--- config.mk ---
export PLATFORM = sky130hd
export DESIGN_NAME = tsrl_slot_map
export DESIGN_NICKNAME = d
export VERILOG_FILES = /design/src/rtl/tsrl_pkg.sv /design/src/rtl/tsrl_slot_map.sv
export SDC_FILE = /design/constraint.sdc
export NUM_CORES = 1
export LEC_CHECK = 0
export BUFFER_PORTS_ARGS = -buffer_cell sky130_fd_sc_hd__buf_4
export CAP_MARGIN = 20
export CORE_MARGIN = 5
export CORE_UTILIZATION = 57
export DETAILED_ROUTE_END_ITERATION = 16
export GPL_ROUTABILITY_DRIVEN = 0
export PLACE_DENSITY = 0.73
export SLEW_MARGIN = 20
export SYNTH_ARGS = -nofsm -noshare
export SYNTH_HDL_FRONTEND = slang
export SYNTH_SLANG_ARGS = --single-unit
export TNS_END_PERCENT = 30
--- constraint.sdc ---
create_clock -name i_clk -period 9.4 [get_ports i_clk]
set_clock_uncertainty 0.05 [all_clocks]
set_input_delay 0.47 -clock i_clk [delete_from_list [all_inputs] [get_ports i_clk]]
set_output_delay 0.47 -clock i_clk [all_outputs]
set_load 0.05 [all_outputs]
--- src/rtl/tsrl_pkg.sv ---
// ----------------------------------------------------------------------------
// tsrl_pkg: shared types and constants of the timestamped sample ring log
// Ring depth, record layout, action and status codes, pointer helpers.
// ----------------------------------------------------------------------------
package tsrl_pkg;

    localparam int DEPTH = 256;
    localparam int AW    = (DEPTH > 1) ? $clog2(DEPTH) : 1;
    localparam int CW    = $clog2(DEPTH + 1);
    localparam int REC_W = 50;
    localparam int OCC_W = 9;
    localparam int OCC_MAX = (1 << OCC_W) - 1;

    localparam int IN_W  = 72;
    localparam int OUT_W = 64;

    typedef enum logic [1:0] {
        ACT_STORE  = 2'd0,
        ACT_READ   = 2'd1,
        ACT_DELETE = 2'd2,
        ACT_ERASE  = 2'd3
    } t_action;

    typedef enum logic [1:0] {
        STAT_DONE  = 2'd0,
        STAT_MORE  = 2'd1,
        STAT_LAST  = 2'd2,
        STAT_EMPTY = 2'd3
    } t_status;

    typedef enum logic [1:0] {
        MAP_NONE,
        MAP_STORE,
        MAP_CLEAR,
        MAP_ERASE
    } t_map_op;

    typedef struct packed {
        t_map_op         op;
        logic [AW-1:0]   addr;
        logic            used;
    } t_map_cmd;

    function automatic logic [AW-1:0] wrap_next(input logic [AW-1:0] p);
        return (p == AW'(DEPTH - 1)) ? '0 : p + AW'(1);
    endfunction

    function automatic logic [AW-1:0] newest_slot(input logic [AW-1:0] wp);
        return (wp == '0) ? AW'(DEPTH - 1) : wp - AW'(1);
    endfunction

endpackage

--- src/rtl/tsrl_slot_map.sv ---
// ----------------------------------------------------------------------------
// tsrl_slot_map: per-slot occupancy flags and occupied-slot counter
// Store, clear and erase update the flags and keep the count in step.
// ----------------------------------------------------------------------------
module tsrl_slot_map (
    input  logic                       i_clk,
    input  logic                       i_rst_n,
    input  tsrl_pkg::t_map_cmd         i_cmd,
    input  logic [tsrl_pkg::AW-1:0]    i_lk_addr,
    output logic                       o_lk_used,
    output logic [tsrl_pkg::CW-1:0]    o_count
);

    logic                     r_used [tsrl_pkg::DEPTH];
    logic [tsrl_pkg::CW-1:0]  r_count;
    logic [tsrl_pkg::CW-1:0]  n_count;
    logic                     w_cur_used;
    logic [tsrl_pkg::CW-1:0]  w_after_clr;

    assign w_cur_used  = r_used[i_cmd.addr];
    assign w_after_clr = (w_cur_used && r_count != '0) ? r_count - tsrl_pkg::CW'(1) : r_count;

    always_comb begin
        unique case (i_cmd.op)
            tsrl_pkg::MAP_STORE: n_count = w_after_clr + tsrl_pkg::CW'(i_cmd.used);
            tsrl_pkg::MAP_CLEAR: n_count = w_after_clr;
            tsrl_pkg::MAP_ERASE: n_count = '0;
            default:             n_count = r_count;
        endcase
    end

    always_ff @(posedge i_clk) begin
        if (!i_rst_n) begin
            for (int i = 0; i < tsrl_pkg::DEPTH; i++) begin
                r_used[i] <= 1'b0;
            end
            r_count <= '0;
        end else begin
            r_count <= n_count;
            unique case (i_cmd.op)
                tsrl_pkg::MAP_STORE: r_used[i_cmd.addr] <= i_cmd.used;
                tsrl_pkg::MAP_CLEAR: r_used[i_cmd.addr] <= 1'b0;
                tsrl_pkg::MAP_ERASE: begin
                    for (int i = 0; i < tsrl_pkg::DEPTH; i++) begin
                        r_used[i] <= 1'b0;
                    end
                end
                default: ;
            endcase
        end
    end

    assign o_lk_used = r_used[i_lk_addr];
    assign o_count   = r_count;

endmodule

## Yosys cells after proc, flatten, opt, wreduce, memory -nomap -nowiden

Memory sizes are Yosys's and may differ from the RTL's.
Cells that the tools add are included.

| storage, ports and cells | value |
|---|---|
| bits in registers | 9 |
| memory bits (writable) | 256 |
| bits of input ports | 21 |
| output and inout bits | 10 |
| word-level logic and storage cells | 540 |
| memories kept | 1 |

Memory list:

| memory | depth | width | rd ports | clocked after memory_dff | wr ports | line | RTL |
|---|---|---|---|---|---|---|---|
| r_used | 256 | 1 | 2 | 0 | 256 | tsrl_slot_map.sv:14 | `logic r_used [tsrl_pkg::DEPTH];` |

| cells by class | value |
|---|---|
| add/sub/neg operators | 2 |
| eq/ne operators | 3 |
| mux-type cells | 272 |
| bitwise logic cells | 257 |
| reduce and logical (&&, ||, !) cells | 4 |

Operators by type and width:

| operator | count |
|---|---|
| two-way mux 1 bit | 269 |
| OR 1 bit | 257 |
| case mux 9 bit (3 select lines) | 1 |
| adder 9 x 1 -> 9 bit | 1 |
| two-way mux 9 bit | 1 |
| nonzero test 9 bit | 1 |
| subtractor 9 x 1 -> 9 bit, second input constant | 1 |
| two-way mux 8 bit | 1 |
| == test 2 bit, second input constant | 2 |
| nonzero test 3 bit | 1 |
| == test 2 x 1 -> 1 bit, second input constant | 1 |
| logical AND 1 bit | 1 |
| OR reduction 1 bit | 1 |

## Depth between registers and ports, before layout

| logic depth | value |
|---|---|
| word-level depth | 7 |
| depth in mapped cells | 21 |
| mapped depth without buffers | 16 |

## Worst setup path after synthesis

Ideal clock, no wire load.

| timing | value |
|---|---|
| path type | in2reg |
| start | in i_cmd[2] (netlist name) |
| end | reg r_count (netlist bit o_count[4]) |
| setup time | 0.122 ns |
| arrival time | 3.852 ns |
| required time | 9.228 ns |
| setup slack | 5.377 ns |
| stages on the path | 17 |
| path buffers | 2 |
| cell sequence | buf_4 > mux4_2 > mux4_2 > o22ai_1 > nor3_1 > o311a_1 > a31oi_1 > buf_4 > xnor2_1 > ha_1 > ha_1 > inv_1 > a21oi_1 > o21ai_0 > a211oi_1 > a311o_1 > o311a_1 |

| between the ends | value |
|---|---|
| cells in the longest elaborated chain, start to end | 5 |

RTL lines:

| element | line | RTL |
|---|---|---|
| from (decl) | tsrl_slot_map.sv:8 | `input tsrl_pkg::t_map_cmd i_cmd,` |
| memory read (256 x 1 bit) * | - |  |
| logical AND 1 bit * | tsrl_slot_map.sv:21 | `assign w_after_clr = (w_cur_used && r_count != '0) ? r_count - tsrl_pkg::CW'(1) : r_count;` |
| two-way mux 9 bit * | tsrl_slot_map.sv:21 |  |
| adder 9 x 1 -> 9 bit | tsrl_slot_map.sv:25 | `tsrl_pkg::MAP_STORE: n_count = w_after_clr + tsrl_pkg::CW'(i_cmd.used);` |
| case mux 9 bit (3 select lines) * | tsrl_slot_map.sv:24 | `unique case (i_cmd.op)` |
| to (signal assigned) | tsrl_slot_map.sv:39 | `r_count <= n_count;` |
| to (decl) | tsrl_slot_map.sv:15 | `logic [tsrl_pkg::CW-1:0] r_count;` |

Mark *: on every way between the ends. The rest lies on a longest branch, timed or not.
A chain may end at the register's enable or synchronous reset.

## Worst setup path in the final report

Ends and elaborated chain as after synthesis.

==> results.md <==
Synthesis:
- The post-synthesis net count is 1493.
- The sequential-to-total area share from yosys stat is 42.25%.
- Counting flops with an async set or reset pin after synthesis yields a share of 0%.
- The largest area contributor in the synthesized netlist is sky130_fd_sc_hd__edfxtp_1.
- Yosys attributes the largest share of cell area to sky130_fd_sc_hd__edfxtp_1 24%, sky130_fd_sc_hd__dfxtp_1 18%, sky130_fd_sc_hd__mux4_2 16%.
- The mapped cell area is 15570 um^2.
- The total of flip-flops plus latches after synthesis is between 200 and 300.
- The most used flip-flop cell after synthesis is sky130_fd_sc_hd__dfxtp_1.
- The share of the synthesized area in the top cell type is 24.50%.
- The instance count of the mapped netlist is 1468.
- The average cell area after synthesis is 10.60 um^2.
- The synthesized netlist contains 55 unique library cells.
- The count of flip-flops with a built-in enable after synthesis is roughly 130.
- Yosys printed 0 warnings.

Routing:
- The first detailed-routing pass took 6 iterations.
- The DRC violations left is 0.
- Using the TritonRoute via totals, the vias-per-cell ratio works out to 7.399.
- The total number of vias is around 13000.
- After detailed routing, the average wire length per cell comes to 26.45 um.
- The final antenna-violating net count is 0.
- The routed design has 46.06 mm of wire.
- For this block, the initial DRC count from the detailed router was 1835.

Clock network:
- The clock latency on the worst-skew pair is 0.52 ns.
- The buffer cell driving the clock tree root is sky130_fd_sc_hd__clkbuf_16.
- In this run the deepest clock path goes through 3 buffers.
- The clock tree from TritonCTS is yes.
- In this run the number of H-tree levels came out at 2.
- The number of buffers added by the clock tree synthesis step is 34.
- The clock-pin slew of the registers on the worst-case setup and hold paths is 0.06 ns.
- The number of hold buffers added after CTS was 0.
- The number of setup buffers added after CTS is 0.
- Counting every sink on the clock net gives about 270.
- The total of cells resized after clock tree synthesis is 0.

Finish:
- The area overhead of the layout relative to synthesis is 7.604%.
- The fraction of layout instances using a drive strength above 1 is between 10% and 20%.
- The summed area of non-filler cells in the final layout is around 17000 um^2.
- The number of diodes is 0.
- The post-layout net count is 1399.
- In the layout the commonest cells are 143 x sky130_fd_sc_hd__nor2_1, 138 x sky130_fd_sc_hd__dfxtp_1, 134 x sky130_fd_sc_hd__o31ai_1.
- The filler cells instantiated in the layout total approximately 2100.
- Leaving out fill and tap cells, the most frequent cell in the layout is sky130_fd_sc_hd__nor2_1.
- The count of cells in the finished layout, fillers not included, comes to approximately 1700.

Global route:
- Entering global routing, the biggest net connects 258 pins.
- After global routing the overflow that remains totals 0.
- The first global-routing pass estimated 71.75 mm of wire.
- The global-route total usage across every layer is 29.58%.
- The number of antenna violations at the first check in global routing is 0.
- The number of global-route vias before repair is 12280.

Critical path:
- The number of cells traversed by the worst register-to-register path is 15.
- By startpoint and endpoint, the worst setup path is classified as input port to register.
- At the worst endpoint, the arrival time is 5.39 ns.
- The worst register-to-register path begins at r_used[123].
- The worst setup path startpoint is i_cmd[2].
- The startpoint kind of the worst setup timing path is an input port.
- In this run the worst path has a maximum fanout of 66.
- For the worst setup path, the data required time is 9.75 ns.
- The worst setup path is captured at a register.

STA:
- Setup repair after global routing left no endpoint under its margin.
- The number of slew-limit violations in the final report is 0.
- Setup violations remaining at the end of the flow were counted as 0.
- The number of hold-slack violations in the final timing report was 0.
- In the final timing run, aggregate negative setup slack is 0 ns.
- At the pin with the least slew margin, the transition time is ~1.1 ns.
- Based on the critical path, the design can be clocked at up to roughly 0.20 GHz.
- The relative slew slack is roughly a quarter.
- The final clock period utilization by the worst path is 53.58%.
- The final critical delay including setup and external delays is between 5 and 6 ns.

Floorplanning:
- The count of standard-cell rows is 60.
- The area of the die is 30710 um^2.
- The boundary pin count is 31.
- The die extent in x is 175.3 um.
- The floorplan step set the die height to 175.3 um.
- The core region is approximately 27000 um^2.
- The initial standard-cell utilization of the core is roughly 58%.

Hold path:
- The cell depth of the worst min-delay path is 2.
- The kind of path behind the tightest hold check is input port to register.
- The startpoint of the tightest hold check path is i_rst_n.

Flow run:
- The max capacitance violation total is 0.

Status:
- The run finished with clean final reports.

Power and ir drop:
- The total power divided by cell area is between 150 and 200 nW/um^2.
- In this run the static leakage power is 5.394 nW.
- The maximum resistive drop on vdd is 188.0 uV.

Placed design:
- In this run, placement finished with an instance count of around 1700.
- The total half-perimeter wirelength after legalization and detailed placement is 27.58 mm.
- The placed cell area is 15690 um^2.
- Port buffering added 30 buffers.
-- metrics by stage --
stage          util, %  hold slack, ns  setup WS [ns]  power, W
2_1_floorplan        -          0.4336          5.377  0.001654
3_3_place_gp     58.21          0.4550          3.721  0.001764
3_5_place_dp     58.21          0.4651          3.612  0.001774
4_1_cts          62.09          0.2138          4.142  0.002982
5_1_grt          62.15          0.2235          4.101  0.003081
6_report         62.15          0.2294          4.363  0.002983
-- path summary, 6_finish.rpt --
check	to	slack [ns]
worst max register to register	o_count[4]	4.97
worst max-delay path	o_count[4]	4.36
worst min-delay path	o_count[3]	0.23
worst min register to register	r_used[42]	0.48
-- Yosys cell counts (5+ instances only) --
master	count
sky130_fd_sc_hd__mux2i_1	82
sky130_fd_sc_hd__clkbuf_1	146
sky130_fd_sc_hd__inv_1	12
sky130_fd_sc_hd__o211ai_1	129
sky130_fd_sc_hd__nand3_1	39
sky130_fd_sc_hd__nand2b_1	5
sky130_fd_sc_hd__mux2_2	5
sky130_fd_sc_hd__mux4_2	113
sky130_fd_sc_hd__nor3_1	12
sky130_fd_sc_hd__a22oi_1	32
sky130_fd_sc_hd__buf_2	11
sky130_fd_sc_hd__o21ai_0	131
sky130_fd_sc_hd__and2_1	5
sky130_fd_sc_hd__xnor2_1	5
sky130_fd_sc_hd__edfxtp_1	127
sky130_fd_sc_hd__nor2_1	144
sky130_fd_sc_hd__dfxtp_1	138
sky130_fd_sc_hd__a21oi_1	22
sky130_fd_sc_hd__buf_1	18
sky130_fd_sc_hd__nand2_1	58
sky130_fd_sc_hd__or2_2	6
sky130_fd_sc_hd__o22ai_1	11
sky130_fd_sc_hd__buf_4	6
sky130_fd_sc_hd__nor2b_1	13
sky130_fd_sc_hd__nand4_1	16
sky130_fd_sc_hd__o31ai_1	134
-- flip-flops by register name, summed over array words and instances (netlist names) --
register / flops
r_used: 256
o_count: 9
-- per-layer routing --
layer,GRT usage [%],share of wire (%)
met1,41.23,38
met2,45.89,46
met3,6.522,12
met4,10.83,3.9
met5,0,0
-- critical path: stages --
cell,delay (ns)
sky130_fd_sc_hd__buf_6,0.62
sky130_fd_sc_hd__buf_4,0.51
sky130_fd_sc_hd__mux4_2,0.55
sky130_fd_sc_hd__mux4_2,0.45
sky130_fd_sc_hd__o22ai_1,0.14
sky130_fd_sc_hd__nor3_1,0.07
sky130_fd_sc_hd__o311a_1,0.34
sky130_fd_sc_hd__a31oi_2,0.55
sky130_fd_sc_hd__xnor2_1,0.14
sky130_fd_sc_hd__ha_1,0.23
sky130_fd_sc_hd__ha_1,0.28
sky130_fd_sc_hd__inv_1,0.14
sky130_fd_sc_hd__a21oi_1,0.05
sky130_fd_sc_hd__o21ai_0,0.26
sky130_fd_sc_hd__a211oi_1,0.11
sky130_fd_sc_hd__a311o_1,0.32
sky130_fd_sc_hd__o311a_1,0.12
-- cell families after synthesis --
kind of cell	Yosys count	synth area share, %
AO/OA/AOI/OAI	485	21.04
AND/OR/NAND/NOR	311	8.930
flip-flops	265	42.25
multiplexers	200	21.98
buffers and inverters	198	5.200
XOR/XNOR	5	0.2813
adder cells (fa/ha/maj)	4	0.3215
-- final cells by class --
class / instances / area, um^2 / share of cell area, %
repair buffers: 55 / 429.2 / 2.562
well taps: 341 / 426.7 / 2.547
multi-input cells: 1005 / 8223 / 49.09
clock inverters: 14 / 100.1 / 0.5976
inverters: 13 / 48.80 / 0.2913
flip-flops and latches: 265 / 6576 / 39.26
clock buffers: 48 / 945.9 / 5.647
-- power breakdown --
part,switching (W),leakage [nW],total (W),internal [W]
Combinational,0.000305,2.48,0.000473,0.000169
Sequential,0.0000376,2.40,0.00129,0.00125
Clock,0.000508,0.513,0.00122,0.000710
Note: power is estimated with default switching activity, not from simulation.
