### config.mk
export PLATFORM = sky130hd
export DESIGN_NAME = tsrl_ram
export DESIGN_NICKNAME = d
export VERILOG_FILES = /design/src/rtl/tsrl_ram.sv
export SDC_FILE = /design/constraint.sdc
export NUM_CORES = 1
export LEC_CHECK = 0
export BUFFER_PORTS_ARGS = -buffer_cell sky130_fd_sc_hd__buf_2
export CAP_MARGIN = 10
export CELL_PAD_IN_SITES_DETAIL_PLACEMENT = 2
export CELL_PAD_IN_SITES_GLOBAL_PLACEMENT = 2
export CORE_MARGIN = 2
export CORE_UTILIZATION = 43
export CTS_CLUSTER_SIZE = 24
export DETAILED_ROUTE_END_ITERATION = 10
export GPL_TIMING_DRIVEN = 0
export PLACE_DENSITY = 0.7
export REMOVE_ABC_BUFFERS = 1
export SLEW_MARGIN = 40
export SYNTH_ARGS = -nofsm -noshare
export SYNTH_HDL_FRONTEND = slang
export SYNTH_SLANG_ARGS = --single-unit
### constraint.sdc
create_clock -name i_clk -period 1.8 [get_ports i_clk]
set_input_delay 0.18 -clock i_clk [delete_from_list [all_inputs] [get_ports i_clk]]
set_output_delay 0.18 -clock i_clk [all_outputs]
set_load 0.005 [all_outputs]
### src/rtl/tsrl_ram.sv
// ----------------------------------------------------------------------------
// tsrl_ram: generic single-port-write, single-port-read RAM
// One write and one registered read per cycle; read data holds between reads.
// ----------------------------------------------------------------------------
module tsrl_ram #(
    parameter int W = 8,
    parameter int D = 16
) (
    input  logic                          i_clk,
    input  logic                          i_we,
    input  logic [((D > 1) ? $clog2(D) : 1)-1:0] i_waddr,
    input  logic [W-1:0]                  i_wdata,
    input  logic                          i_re,
    input  logic [((D > 1) ? $clog2(D) : 1)-1:0] i_raddr,
    output logic [W-1:0]                  o_rdata
);

    logic [W-1:0] r_mem [D];
    logic [W-1:0] r_q;

    always_ff @(posedge i_clk) begin
        if (i_we) begin
            r_mem[i_waddr] <= i_wdata;
        end
        if (i_re) begin
            r_q <= r_mem[i_raddr];
        end
    end

    assign o_rdata = r_q;

endmodule

Word level (Yosys, flattened, before mapping)
Memories as Yosys holds them, arrays and structs flattened. A register that Yosys moved wholly into a read port is not among the register bits.
Cells that the tools add are included.
Widths: inputs -> output; s select.
- memories: 1
- RAM bits: 128
- input bits: 19
- word-level logic and storage cells: 3
- output and inout port bits: 8
- register bits: 0
- memory list (name ; depth ; bits a word ; read ports ; clocked after Yosys merged registers in ; wr ports ; RTL line ; RTL):
    r_mem ; 16 ; 8 ; 1 ; 1 ; 1 ; 18 ; logic [W-1:0] r_mem [D];
- mux-type cells: 2
- operator list (operator ; count):
    $mux 1 ; 2

Longest topological paths before layout
Gate-level depths: netlist of the first run.
- depth in word-level cells: 2
- depth in mapped cells: 5
- depth with buffers taken out: 3

Worst setup path after synthesis of the first run
OpenSTA, ideal clock, no wires.
- kind: input to register
- from: in i_waddr[2] (netlist name)
- to: mem r_mem[0][0], enable pin
- slack: 0.127 ns
- cell stages on the path: 2
- buffers on the path: 0
- data arrival time: 1.290 ns
- setup time: 0.383 ns
- data required time: 1.417 ns
- path through: or3b_2 > nor3_1
- RTL lines (element ; RTL line ; RTL):
    from (decl) ; 11 ; input logic [((D > 1) ? $clog2(D) : 1)-1:0] i_waddr,
    to (decl) ; 18 ;
No word-level cell before the write port.

==> flow_summary.rst, run 1 <==
.. list-table::
   :header-rows: 1

   * - Metric
     - Value
   * - Maximum number of pins on one net before global-route repair
     - 33
   * - Critical Path RT
     - 1.94 ns
   * - Number of buffers inserted by port buffering
     - 26
   * - Max Buffers Root-to-Sink
     - 2
   * - Yosys synthesis warning count
     - 0
   * - Worst skew pair latency
     - 0.42 ns
   * - Leakage power of the design
     - between 1.5 and 2 nW
   * - Iteration-0 DRC count of the detailed router
     - 113
   * - Mean routed wirelength per cell
     - 26.1 um
   * - Setup repair after global routing missed its margin
     - false
   * - Via count of the first global-routing pass
     - around 2700
   * - Worst min-delay path category
     - in -> reg
   * - Cell depth of the worst hold path
     - 1
   * - Maximum resistive drop on vdd
     - a little over 0.0006 V
   * - Number of distinct library cells after synthesis
     - 18
   * - Count of endpoints failing hold in the final timing report
     - 0
   * - Worst hold path startpoint
     - i_re
   * - Height of the die
     - 114 um
   * - HPWL Detailed
     - 7160 um
   * - Core ar.
     - 12000 sq um
   * - CTS buffer count
     - 17
   * - Via/cell ratio
     - approximately 5.6
   * - First-pass detailed-route iteration total
     - 4
   * - Via count
     - 2368
   * - Routability-driven placement congestion ratio
     - 0.693
   * - Synth Register Bits
     - 136
   * - Slack of the critical path
     - 0.142 ns
   * - Area added between synthesis and finish
     - 15.8%
   * - Die span in x
     - 114 um
   * - Worst-case clock skew
     - 0.00916 ns
   * - H-tree levels
     - 4
   * - Endpoint of the worst hold path
     - o_rdata[0]$_DFFE_PP_
   * - Placed insts
     - 394
   * - Number of antenna violations at the first check in global routing
     - 0
   * - Starting density of the core
     - 0.437
   * - Worst r2r src
     - r_mem[2][1]$_DFFE_PP_
   * - First-pass GRT wire length
     - 17000 um
   * - IO Pins
     - 27
   * - Post-Route Hold Slack
     - 0.119 ns
   * - Fraction of layout instances using a drive strength above 1
     - 0.308
   * - Clock tree sinks
     - 136
   * - Critical-path cell with the highest stage delay
     - sky130_fd_sc_hd__mux4_1
   * - Number of max-slew violations in the final report
     - 0
   * - Worst path cell trace
     - mux4_1 > a22oi_1 > nand2_1
   * - Worst slack at placement
     - -0.368 ns
   * - Post-synthesis sequential area ratio
     - 0.781
   * - Worst-path fanout max
     - 1
   * - Outcome
     - finished, final reports clean
   * - Detailed-route wire length
     - 11100 um
   * - Worst-path clk slew
     - about 0.06 ns
   * - Peak clock frequency supported by timing
     - 0.603 GHz
   * - Clock tree from TritonCTS
     - built
   * - # resized after CTS
     - 0
   * - All-layer global routing usage
     - 0.192
   * - Final #Nets
     - 285
   * - Max_cap viols
     - 0
   * - Antenna Violating Nets Remaining
     - 0
   * - Count of inserted antenna diode cells
     - 0
   * - Buffer cell driving the clock tree root
     - sky130_fd_sc_hd__clkbuf_16
   * - Number of endpoints failing setup at the final stage
     - 0
   * - Final critical delay including setup and external delays
     - ~1.7 ns
   * - Reg2Reg Capture Point
     - o_rdata[1]$_DFFE_PP_
   * - Final standard cell count with taps included and fillers excluded
     - between 400 and 500
   * - Pwr dens
     - 1160 nW/um^2
   * - Period utilisation layout
     - 0.921
   * - Maximum single-stage delay on the critical path
     - 0.55 ns
   * - Final Util
     - 0.506
   * - Standard-cell row count
     - 40
   * - Cell Area, Synth
     - 5230 sq um
   * - Setup slack of the most critical reg-to-reg path
     - 0.14 ns
   * - Total die area
     - approximately 13000 sq um
   * - Category of the worst setup path capture point
     - flop
   * - Remaining max-slew budget at the tightest pin
     - 0.493
   * - Post-CTS setup repair buffer count
     - 0
   * - Data arrival time of the critical path
     - between 1.5 and 2 ns
   * - Slew of the pin with the lowest slew margin
     - 0.758 ns
   * - Length in cells of the worst reg-to-reg path
     - 3
   * - # hold bufs at CTS
     - 0
   * - Type of origin of the critical path
     - flop
   * - Critical Setup Path Class
     - reg -> reg
   * - Number of fill cells in the layout
     - approximately 1000
   * - Post-Syn Instances
     - 229
   * - Mean instance size in the synthesized netlist
     - between 20 and 25 sq um
   * - Drt drc
     - 0
   * - Leftover overflow at the end of global routing
     - 0
[per-layer routing]
metal	GRT usage	part of all wire	up-vias
met5	0	0	-
met4	0.0707	0.015	0
met3	0.0519	0.037	16
met2	0.308	0.50	51
met1	0.256	0.45	1247
li1	-	-	1054
[layout make-up]
class                   count  area [sq um]  area share
clock buffers              20           437      0.0721
clock inverters            12          85.1      0.0140
multi-input cells          83          1110       0.184
flip-flops and latches    136          4080       0.674
well taps                 147           184      0.0304
repair buffers             28           151      0.0250
[worst max-delay path by stage]
stage	start	to	slack, ns	cells after the start
floorplan	i_waddr[2]	r_mem[0][0]$_DFFE_PP_	0.13	2
global placement	i_raddr[0]	o_rdata[1]$_DFFE_PP_	-0.67	4
detailed placement	i_raddr[0]	o_rdata[1]$_DFFE_PP_	-0.37	4
CTS	i_raddr[0]	o_rdata[1]$_DFFE_PP_	0.07	4
global route	r_mem[1][1]$_DFFE_PP_	o_rdata[1]$_DFFE_PP_	0.09	3
finish	r_mem[2][1]$_DFFE_PP_	o_rdata[1]$_DFFE_PP_	0.14	3
[stage by stage]
stage                     TNS (ns)  power (mW)  cell area (sq um)
after floorplan                  0        3.79               5140
after global placement      -16.35        3.95               5460
after detailed placement     -4.04        3.99               5500
after CTS                        0        7.06               6020
after global routing             0        7.21               6060
final                            0        7.00               6060
[synthesized netlist by cell type]
| library cell | instances | area share |
|---|---|---|
| sky130_fd_sc_hd__mux4_1 | 14 | 0.070 |
| sky130_fd_sc_hd__or3b_2 | 1 | 0.0017 |
| sky130_fd_sc_hd__buf_6 | 3 | 0.0065 |
| sky130_fd_sc_hd__nor3_1 | 4 | 0.0038 |
| sky130_fd_sc_hd__a22oi_1 | 16 | 0.023 |
| sky130_fd_sc_hd__and2b_1 | 1 | 0.0014 |
| sky130_fd_sc_hd__nand2b_1 | 2 | 0.0024 |
| sky130_fd_sc_hd__nand2_1 | 9 | 0.0065 |
| sky130_fd_sc_hd__and2_1 | 1 | 0.0012 |
| sky130_fd_sc_hd__buf_2 | 3 | 0.0029 |
| sky130_fd_sc_hd__clkdlybuf4s25_2 | 3 | 0.0057 |
| sky130_fd_sc_hd__edfxtp_1 | 136 | 0.78 |
| sky130_fd_sc_hd__nand3b_1 | 2 | 0.0029 |
| sky130_fd_sc_hd__mux4_2 | 18 | 0.078 |
| sky130_fd_sc_hd__nand3_1 | 1 | 0.00096 |
| sky130_fd_sc_hd__nor2_1 | 13 | 0.0093 |
| sky130_fd_sc_hd__nor2b_1 | 1 | 0.0012 |
| sky130_fd_sc_hd__buf_4 | 1 | 0.0014 |
[layout by cell type, fill, tap and decap left out, drive strengths merged, types with 4 or more instances in the layout]
| master | count |
|---|---|
| a22oi | 16 |
| buf | 28 |
| clkbuf | 20 |
| clkinv | 9 |
| edfxtp | 136 |
| mux4 | 32 |
| nand2 | 9 |
| nor2 | 13 |
| nor3 | 4 |
[power by group]
part / switching, mW / internal (mW) / total, mW
Sequential: 0.0175 / 3.57 / 3.59
Combinational: 0.204 / 0.126 / 0.330
Clock: 1.22 / 1.86 / 3.08
[flip-flops by register name (all words and copies together) (netlist names)]
name,flops
o_rdata,8
r_mem,128
[critical path: cells and delay by family, from the launching register on]
family | cells | cell delay [ns]
flip-flops | 1 | 0.38
AND/OR/NAND/NOR | 1 | 0.16
AO/OA/AOI/OAI | 1 | 0.30
multiplexers | 1 | 0.55
[kinds of logic after synthesis]
| logic type | count (synthesis) | synth area share |
|---|---|---|
| DFF | 136 | 0.781 |
| and+or+nand+nor | 35 | 0.0314 |
| muxes | 32 | 0.148 |
| AOI/OAI and AO/OA | 16 | 0.0230 |
| buffers and inverters | 10 | 0.0165 |
(Power assumes the default switching activity.)
==> inputs of run 2 (changes only) <==
Settings changed: MAX_ROUTING_LAYER set to met4.
==> run 2 against run 1 <==
Sequential share of layout area unchanged; register-to-register slack hardly changed; combinational power hardly changed.
==> flow_summary.rst, run 2 (same netlist as run 1, synthesis figures left out) <==
.. list-table::
   :header-rows: 1

   * - Metric
     - Value
   * - Number of buffers inserted by port buffering
     - 26 (unchanged)
   * - Placed insts
     - 394 (unchanged)
   * - Setup repair after global routing missed its margin
     - false
   * - Outcome
     - finished, final reports clean
   * - Via/cell ratio
     - 5.58 (+0.34%)
   * - Worst hold path startpoint
     - i_re
   * - Leakage power of the design
     - 1.98 nW (unchanged)
   * - Fraction of layout instances using a drive strength above 1
     - 0.308 (unchanged)
   * - Iteration-0 DRC count of the detailed router
     - 122 (+8.0%)
   * - Clock tree sinks
     - 136 (unchanged)
   * - Number of max-slew violations in the final report
     - 0 (unchanged)
   * - Net load switching power
     - 1.43 mW (-0.41%)
   * - H-tree levels
     - 4 (unchanged)
   * - Standard-cell row count
     - 40 (unchanged)
   * - First-pass detailed-route iteration total
     - 4 (unchanged)
   * - Max reg flops
     - 128 (unchanged)
   * - Worst min-delay path category
     - in -> reg
   * - Final critical delay including setup and external delays
     - 1.66 ns (+0.00378 ns)
   * - Routability-driven placement congestion ratio
     - 0.700 (+1.1%)
   * - Switching part of the total power
     - 0.205 (-0.000666)
   * - Critical Path RT
     - 1.94 ns (about the same)
   * - Internal power summed over all cells
     - 5.56 mW (about the same)
   * - IO Pins
     - 27 (unchanged)
   * - Starting density of the core
     - 0.437 (unchanged)
   * - Height of the die
     - 114 um (unchanged)
   * - Register with the highest flop count
     - r_mem
   * - Reg2Reg Capture Point
     - o_rdata[1]$_DFFE_PP_
   * - Area added between synthesis and finish
     - 15.8% (unchanged)
   * - Via count of the first global-routing pass
     - 2652 (-0.19%)
   * - Worst-path clk slew
     - 0.06 ns (about the same)
   * - Leftover overflow at the end of global routing
     - 0 (unchanged)
   * - Data arrival time of the critical path
     - 1.80 ns (about the same)
   * - Total die area
     - 13100 sq um (unchanged)
   * - Cell depth of the worst hold path
     - 1 (unchanged)
   * - Detailed-route wire length
     - 11100 um (-0.26%)
   * - Length in cells of the worst reg-to-reg path
     - 3 (unchanged)
   * - Most frequent cells in the layout
     - sky130_fd_sc_hd__edfxtp_1, sky130_fd_sc_hd__buf_2, sky130_fd_sc_hd__mux4_2
   * - Combined area of the multi-input logic cells
     - 1110 sq um (unchanged)
   * - Critical Setup Path Class
     - reg -> reg
   * - Number of antenna violations at the first check in global routing
     - 0 (unchanged)
   * - Mean routed wirelength per cell
     - 26.1 um (-0.26%)
   * - Maximum single-stage delay on the critical path
     - 0.55 ns (about the same)
   * - Reg area
     - 4080 sq um (unchanged)
   * - Final #Nets
     - 285 (unchanged)
   * - Endpoint of the worst hold path
     - o_rdata[0]$_DFFE_PP_
   * - Remaining max-slew budget at the tightest pin
     - 0.497 (+0.00405)
   * - Core ar.
     - 12000 sq um (unchanged)
   * - Type of origin of the critical path
     - flop
   * - Number of endpoints failing setup at the final stage
     - 0 (unchanged)
   * - Clock Power Share
     - 0.440 (about the same)
   * - Worst-case clock skew
     - 0.00809 ns (-0.00107 ns)
   * - Via count
     - 2376 (+0.34%)
   * - Seq pwr share
     - 0.513 (about the same)
   * - Combinational share of power
     - 0.047 (about the same)
   * - Count of inserted antenna diode cells
     - 0 (unchanged)
   * - Die span in x
     - 114 um (unchanged)
   * - Worst path cell trace
     - mux4_1 > a22oi_1 > nand2_1
   * - Clock tree from TritonCTS
     - built
   * - Antenna Violating Nets Remaining
     - 0 (unchanged)
   * - Critical-path cell with the highest stage delay
     - sky130_fd_sc_hd__mux4_1
   * - Worst-path fanout max
     - 1 (unchanged)
   * - Worst skew pair latency
     - 0.42 ns (about the same)
   * - Max_cap viols
     - 0 (unchanged)
   * - CTS buffer count
     - 17 (unchanged)
   * - Drt drc
     - 0 (unchanged)
   * - Setup slack of the most critical reg-to-reg path
     - 0.14 ns (about the same)
   * - Total negative setup slack
     - 0 ns (unchanged)
   * - Final standard cell count with taps included and fillers excluded
     - 426 (unchanged)
   * - Number of fill cells in the layout
     - 1010 (unchanged)
   * - Buffer cell driving the clock tree root
     - sky130_fd_sc_hd__clkbuf_16
   * - Total Power
     - 6.99 mW (about the same)
   * - Pwr dens
     - 1150 nW/um^2 (about the same)
   * - Slew of the pin with the lowest slew margin
     - 0.752 ns (-0.00605 ns)
   * - Final Util
     - 0.506 (unchanged)
   * - First-pass GRT wire length
     - 17000 um (about the same)
   * - Maximum number of pins on one net before global-route repair
     - 33 (unchanged)
   * - Count of endpoints failing hold in the final timing report
     - 0 (unchanged)
   * - Category of the worst setup path capture point
     - flop
   * - Max Buffers Root-to-Sink
     - 2 (unchanged)
   * - All-layer global routing usage
     - 0.198 (+0.00538)
   * - Peak clock frequency supported by timing
     - 0.602 GHz (-0.23%)
   * - Period utilisation layout
     - 0.923 (+0.00210)
   * - Most common cell after layout, fill and taps aside
     - sky130_fd_sc_hd__edfxtp_1
   * - Maximum resistive drop on vdd
     - 0.000617 V (+0.11%)
   * - Worst r2r src
     - r_mem[2][1]$_DFFE_PP_
   * - HPWL Detailed
     - 7160 um (unchanged)
-- run 2: what timing repair did --
action | 4_1_cts | 5_1_grt
hold buffers | 0 | 0
setup buffers | 0 | 0
resized for setup | 0 | 1
endpoints found under the setup margin | 0 | 2
-- run 2: routing by layer --
metal,vias to the layer above,global-route usage,share of wire
met4,0,0.0732,0.016
li1,1056,-,-
met2,59,0.308,0.50
met5,-,-,0
met1,1243,0.254,0.44
met3,18,0.0498,0.042
-- run 2: worst max-delay path by stage --
stage	startpoint	endpoint	slack, ns	cells past startpoint
after global placement	i_raddr[0]	o_rdata[1]$_DFFE_PP_	-0.67	4
after detailed placement	i_raddr[0]	o_rdata[1]$_DFFE_PP_	-0.37	4
after floorplan	i_waddr[2]	r_mem[0][0]$_DFFE_PP_	0.13	2
after global routing	r_mem[1][1]$_DFFE_PP_	o_rdata[1]$_DFFE_PP_	0.09	3
final	r_mem[2][1]$_DFFE_PP_	o_rdata[1]$_DFFE_PP_	0.14	3
after CTS	i_raddr[0]	o_rdata[1]$_DFFE_PP_	0.07	4
-- run 2: layout make-up --
| cell class | count | area share |
|---|---|---|
| clock inverters | 12 | 0.0140 |
| well taps | 147 | 0.0304 |
| repair buffers | 28 | 0.0250 |
| multi-input cells | 83 | 0.184 |
| flip-flops and latches | 136 | 0.674 |
| clock buffers | 20 | 0.0721 |
-- run 2: power by group through the flow --
stage          clock network [mW]  registers [mW]  logic (mW)
6_report                     3.07            3.59       0.330
5_1_grt                      3.25            3.59       0.364
4_1_cts                      3.14            3.59       0.333
3_5_place_dp                    0            3.65       0.334
3_3_place_gp                    0            3.65       0.308
2_1_floorplan                   0            3.65       0.142
-- run 2: per-stage QoR --
stage	instance area (sq um)	worst slack [ns]	hold WS, ns
after floorplan	5140	0.127	0.279
after detailed placement	5500	-0.368	0.538
after global routing	6060	0.0914	0.114
after global placement	5460	-0.669	0.517
final	6060	0.138	0.119
after CTS	6020	0.0746	0.0993
-- run 2: worst max-delay path: cells and delay by family, from the launching register on --
| kind | cells | cell delay [ns] |
|---|---|---|
| AO/OA/AOI/OAI | 1 | 0.30 |
| flip-flops | 1 | 0.38 |
| multiplexers | 1 | 0.55 |
| AND/OR/NAND/NOR | 1 | 0.16 |
